===== config.mk =====
export PLATFORM = sky130hd
export DESIGN_NAME = cspr_cell
export DESIGN_NICKNAME = d
export VERILOG_FILES = /design/src/sv/cspr_pkg.sv /design/src/sv/cspr_cell.sv
export SDC_FILE = /design/constraint.sdc
export NUM_CORES = 1
export LEC_CHECK = 0
export CAP_MARGIN = 20
export CORE_ASPECT_RATIO = 1.75
export CORE_MARGIN = 2
export CORE_UTILIZATION = 40
export CTS_BUF_LIST = sky130_fd_sc_hd__clkbuf_8
export CTS_CLUSTER_SIZE = 24
export DETAILED_ROUTE_END_ITERATION = 8
export DONT_BUFFER_PORTS = 1
export GPL_TIMING_DRIVEN = 0
export SLEW_MARGIN = 25
export SYNTH_ARGS = -nofsm -noshare
export SYNTH_HDL_FRONTEND = slang
export SYNTH_SLANG_ARGS = --single-unit
export TNS_END_PERCENT = 1

===== constraint.sdc =====
create_clock -name clk -period 9 [get_ports clk]
set_clock_uncertainty 0.2 [all_clocks]
set_input_delay 0.45 -clock clk [delete_from_list [all_inputs] [get_ports clk]]
set_output_delay 0.45 -clock clk [all_outputs]
set_load 0.01 [all_outputs]

===== src/sv/cspr_pkg.sv =====
// cspr_pkg: shared types and constants of the circular successor pick/remove block
// no dependencies; imported by the cell chain, the interfaces and the top level
`default_nettype none

package cspr_pkg;

  // fixed field widths
  localparam int VAL_W = 10;
  localparam int MOD_W = 11;
  localparam int CNT_W = 11;
  localparam int STAT_W = 2;

  // internal residue index, wide enough for any start point below the modulus
  localparam int IDX_W = 11;

  // residues held by one cell of the chain
  localparam int GRP_W = 32;
  localparam int OFF_W = 5;
  localparam int CELL_W = IDX_W - OFF_W;

  // number of residues that a value field can name
  localparam int VAL_RANGE = 1 << VAL_W;

  localparam logic [MOD_W-1:0] MODULUS_RESET = 11'd1024;
  localparam logic [CNT_W-1:0] COUNT_MAX = 11'd2047;

  // item modes
  localparam logic MODE_LOAD = 1'b0;
  localparam logic MODE_QUERY = 1'b1;

  // result status codes
  localparam logic [STAT_W-1:0] STAT_OK = 2'd0;
  localparam logic [STAT_W-1:0] STAT_EMPTY = 2'd1;
  localparam logic [STAT_W-1:0] STAT_RANGE = 2'd2;

  // search bounds broadcast to every cell
  typedef struct packed {
    logic [IDX_W-1:0] lo0;  // first pass runs over [lo0, hi0)
    logic [IDX_W-1:0] hi0;
    logic [IDX_W-1:0] hi1;  // wrapped pass runs over [0, hi1)
  } srch_t;

  // search token handed from cell to cell
  typedef struct packed {
    logic valid;
    logic pass;
  } tok_t;

  // token injection at the cell that holds the start residue
  typedef struct packed {
    logic              valid;
    logic              pass;
    logic [CELL_W-1:0] grp;
  } inj_t;

  // occupancy bit update
  typedef struct packed {
    logic             en;
    logic             set;
    logic [IDX_W-1:0] idx;
  } occ_wr_t;

  // search response of one cell
  typedef struct packed {
    logic             hit;
    logic             miss;
    logic [IDX_W-1:0] idx;
  } hit_t;

endpackage

`default_nettype wire


===== src/sv/cspr_cell.sv =====
// cspr_cell: one link of the search chain, holding the occupancy bits of a group of residues
// depends on cspr_pkg
`default_nettype none

module cspr_cell import cspr_pkg::*; #(
  parameter int CELL_IDX = 0,
  parameter bit IS_LAST = 1'b0
) (
  input  wire logic    clk,
  input  wire logic    rst_n,
  input  wire occ_wr_t occ_wr,
  input  wire inj_t    inj,
  input  wire tok_t    tok_in,
  input  wire srch_t   srch,
  output tok_t         tok_out,
  output hit_t         resp
);

  localparam logic [IDX_W-1:0] BASE = IDX_W'(CELL_IDX * GRP_W);
  localparam logic [CELL_W-1:0] MY_CELL = CELL_W'(CELL_IDX);

  logic [GRP_W-1:0] occ_r, occ_nxt;
  tok_t             tok_r, tok_nxt;

  logic [IDX_W-1:0] lo, hi, g;
  logic [GRP_W-1:0] in_rng, m, low;
  logic [OFF_W-1:0] off;
  logic             found, last_grp;

  // occupancy update
  always_comb begin
    occ_nxt = occ_r;
    if (occ_wr.en && occ_wr.idx[IDX_W-1:OFF_W] == MY_CELL) begin
      occ_nxt[occ_wr.idx[OFF_W-1:0]] = occ_wr.set;
    end
  end

  // local search over the bits inside the current pass range
  always_comb begin
    lo = tok_r.pass ? '0 : srch.lo0;
    hi = tok_r.pass ? srch.hi1 : srch.hi0;
    for (int j = 0; j < GRP_W; j++) begin
      g = BASE + IDX_W'(j);
      in_rng[j] = (g >= lo) && (g < hi);
    end
    m = occ_r & in_rng;
    low = m & (~m + 1'b1);
    off = '0;
    for (int j = 0; j < GRP_W; j++) begin
      if (low[j]) begin
        off = off | OFF_W'(j);
      end
    end
    found = |m;
    last_grp = ({1'b0, BASE} + (IDX_W + 1)'(GRP_W)) >= {1'b0, srch.hi1};
  end

  always_comb begin
    resp.hit = tok_r.valid && found;
    resp.miss = tok_r.valid && !found && tok_r.pass && last_grp;
    resp.idx = resp.hit ? {MY_CELL, off} : '0;
    tok_out.valid = tok_r.valid && !found && !(tok_r.pass && last_grp);
    tok_out.pass = tok_r.pass | IS_LAST;
  end

  always_comb begin
    if (inj.valid && inj.grp == MY_CELL) begin
      tok_nxt.valid = 1'b1;
      tok_nxt.pass = inj.pass;
    end else begin
      tok_nxt = tok_in;
    end
  end

  always_ff @(posedge clk) begin
    if (!rst_n) begin
      occ_r <= '0;
      tok_r <= '0;
    end else begin
      occ_r <= occ_nxt;
      tok_r <= tok_nxt;
    end
  end

endmodule

`default_nettype wire


==> impl_metrics.py <==
metrics = {
    "die": {
        "fp.dieH_um": 129,
        "rows": 45,
        "start_util_pct": 41.4,
        "die_w_um": 75.6,
        "core-area_um2": 8670,
        "io_pins": 73,
        "die_area_um2": 9770,
    },
    "synth": {
        "yosysWarnings": 0,
        "synth_common_cells": "nand2_1 (57), nor2_1 (54), o21ai_0 (49)",
        "post-synth-top-count-cell": "nand2_1",
        "yosysTopAreaCell": "dfxtp_1",
        "netlist.area_leader.share_pct": 19.0,
        "ys_top_cells_by_area": "dfxtp_1 (19%), o21ai_0 (6.8%), nand2_1 (6.0%)",
        "ys_ff_latch": 34,
        "syn_area_per_cell_um2": 7.13,
        "synth-main-ff-cell": "dfxtp_1",
        "syn_area_um2": 3590,
        "synth_cell_types": 81,
        "synthArstFlopShare_pct": 0,
        "netlist_instances": 503,
        "ys_seq_area_share_pct": 19.0,
        "synth-edff-count": 0,
    },
    "critical_path": {
        "rr_startpoint": "occ_r[27]$_SDFFE_PN0P_",
        "criticalPathCategory": "reg -> out",
        "r2r_end": "occ_r[27]$_SDFFE_PN0P_",
        "start_kind": "flop",
        "cpMostUsedCell": "buf_6",
        "cp_slowest_cell": "clkbuf_1",
        "cp.required_ps": 8350,
        "cp-end-kind": "output pin",
        "worstPathCellList": "buf_6, buf_6, buf_6, buf_4, clkbuf_1, o22a_1, a211oi_1, a21oi_1, nand4_2, nor4_4, nor3_1, a31oi_1",
        "slowest_delay_ps": 470,
        "cp_max_fo": 10,
        "reg2reg_slack_ps": 8060,
        "reg2regPathDepth": 2,
        "worstPathArrival_ps": 3760,
        "worst-path-buf-inv": 5,
        "crit_family": "buffers and inverters",
    },
    "hold_path": {
        "hold_path_depth": 1,
        "min_to": "tok_r[1]$_SDFF_PN0_",
        "hp-start": "tok_in[1]",
        "holdCritPathClass": "in -> reg",
    },
    "timing": {
        "timing_hold_violations_final": 0,
        "grt_setup_unrepaired": "no",
        "post-route-min-period_ps": 4410,
        "fin_ws_ps": 4590,
        "timing.hold.ws_ps": 73.2,
        "slew_viol_final": 0,
        "fin_setup_tns_ps": 0,
        "finalSetupViolCount": 0,
        "fmax_ghz": 0.227,
        "worst_pin_slew_ps": 948,
        "slew_headroom_pct": 36.2,
        "post-route-period-util_pct": 49.0,
    },
    "pwr": {
        "p_switching_uw": 104,
        "leakage_uw": 0.00117,
        "irDropWorstVdd_mv": 0.142,
        "power_frac_clock_pct": 35.6,
        "seq_power_share_pct": 44.7,
        "swShare_pct": 30.8,
        "p_int_uw": 234,
        "p_total_uw": 338,
        "p_per_area_nw_per_um2": 87.8,
        "power_frac_comb_pct": 19.7,
    },
    "clock_network": {
        "cts_buffer_depth": 2,
        "insertion_delay_ps": 300,
        "cts_tree": "done",
        "cts_root_buffer": "clkbuf_8",
        "hold_buffers": 0,
        "numCtsBuffers": 5,
        "cts.sinks": 34,
        "htreeDepth": 2,
        "post-cts-setup-buffer-count": 0,
        "post_cts_resized": 0,
        "clk_pin_slew_ps": 70,
    },
    "routing": {
        "drt_iter0_markers": 292,
        "wl_per_cell_um": 21.0,
        "viasPerCell": 6.24,
        "remaining_drc_errors": 0,
        "vias": 3948,
        "ant_nets": 0,
        "wl_um": 13300,
        "dr.pass1.iters": 5,
    },
    "finish": {
        "multi_input_area_um2": 2700,
        "diodes": 0,
        "final_area_um2": 3850,
        "drive_gt1_share_pct": 11.8,
        "regArea_um2": 681,
        "area_growth_pct": 7.43,
        "layout.nets": 573,
        "fill_cells": 952,
    },
    "place": {
        "port_buffers": 0,
        "dp_hpwl_um": 10900,
        "post-place-ws_ps": 4890,
        "dpl_cell_area_um2": 3760,
        "place.gp.congestion": 0.981,
    },
    "global_routing": {
        "grt_max_degree": 12,
        "grt_pass1_wl_um": 20400,
        "antenna_found_initial": 0,
        "grt-ovfl-total": 0,
        "grt_pass1_vias": 3763,
        "track_usage_pct": 28.0,
    },
    "run": {
        "maxCapViolCount": 0,
    },
    "outcome": {
        "status": "completed",
    },
}
==> placed cells by master (no fill, tap or decap), types with 3 or more instances in the layout <==
cell,n
a211o_1,7
a211oi_1,8
a21boi_0,25
a21oi_1,24
a31oi_1,9
and2_1,3
buf_4,9
buf_6,4
clkbuf_1,22
clkbuf_8,6
conb_1,6
dfxtp_1,34
inv_1,7
mux2i_1,12
nand2_1,57
nand2b_1,6
nand3_1,14
nand3b_1,11
nand4_1,3
nor2_1,54
nor2b_1,12
nor3_1,21
nor3b_1,4
nor4_1,7
nor4b_1,6
o211ai_1,6
o21ai_0,49
o21ai_1,3
o22ai_1,5
o31ai_1,5
or2_2,5
or3_1,3
or3b_2,3
==> kinds of logic (layout without fill, tap and decap cells) <==
family	Yosys count	count (layout)	synth area share, %
muxes	16	16	4.78
DFF	34	34	19.0
other	1	6	0.105
buffers and inverters	44	52	6.42
AOI/OAI and AO/OA	179	179	34.8
and+or+nand+nor	229	229	34.9
==> flip-flops by register name (all words and copies together) (netlist names) <==
name,flops
occ_r,32
tok_out,1
tok_r,1
==> worst max path at each step <==
| stage | startpoint | to | slack, ps | cells after the start |
|---|---|---|---|---|
| finish | tok_out[0]$_SDFF_PN0_ | resp[3] | 4590 | 12 |
| global route | tok_out[0]$_SDFF_PN0_ | resp[3] | 4290 | 12 |
| CTS | tok_out[0]$_SDFF_PN0_ | resp[1] | 4600 | 10 |
| detailed placement | srch[21] | resp[1] | 4890 | 11 |
| global placement | tok_out[0]$_SDFF_PN0_ | resp[3] | 4910 | 12 |
| floorplan | srch[21] | resp[1] | 5390 | 11 |
==> stage by stage <==
stage | instances | util, %
global placement | 625 | 43.3
CTS | 633 | 44.4
detailed placement | 625 | 43.3
finish | 633 | 44.4
floorplan | 508 | -
global route | 633 | 44.4
==> power by group through the flow <==
stage          combinational (µW)  clock, µW  sequential [µW]
3_3_place_gp                 64.9          0              155
4_1_cts                      65.2        122              151
3_5_place_dp                 65.0          0              155
6_report                     66.7        120              151
5_1_grt                      71.3        127              151
2_1_floorplan                48.0          0              155
==> cell type report <==
cell class / count / area share [%]
buffer: 36 / 5.20
clock buffer: 6 / 2.14
clock inverter: 2 / 0.325
inverter: 8 / 0.779
multi-input combinational: 430 / 70.1
sequential: 34 / 17.7
tap: 117 / 3.80
==> per-layer routing <==
metal	part of all wire, %	track usage (%)	wire [µm]	vias up
li1	-	-	-	1906
met1	35	28.4	4650	1834
met2	54	51.5	7130	158
met3	4.2	3.42	551	50
met4	7.0	17.2	925	0
met5	0	0	0	-
Note: power is estimated with default switching activity, not from simulation.
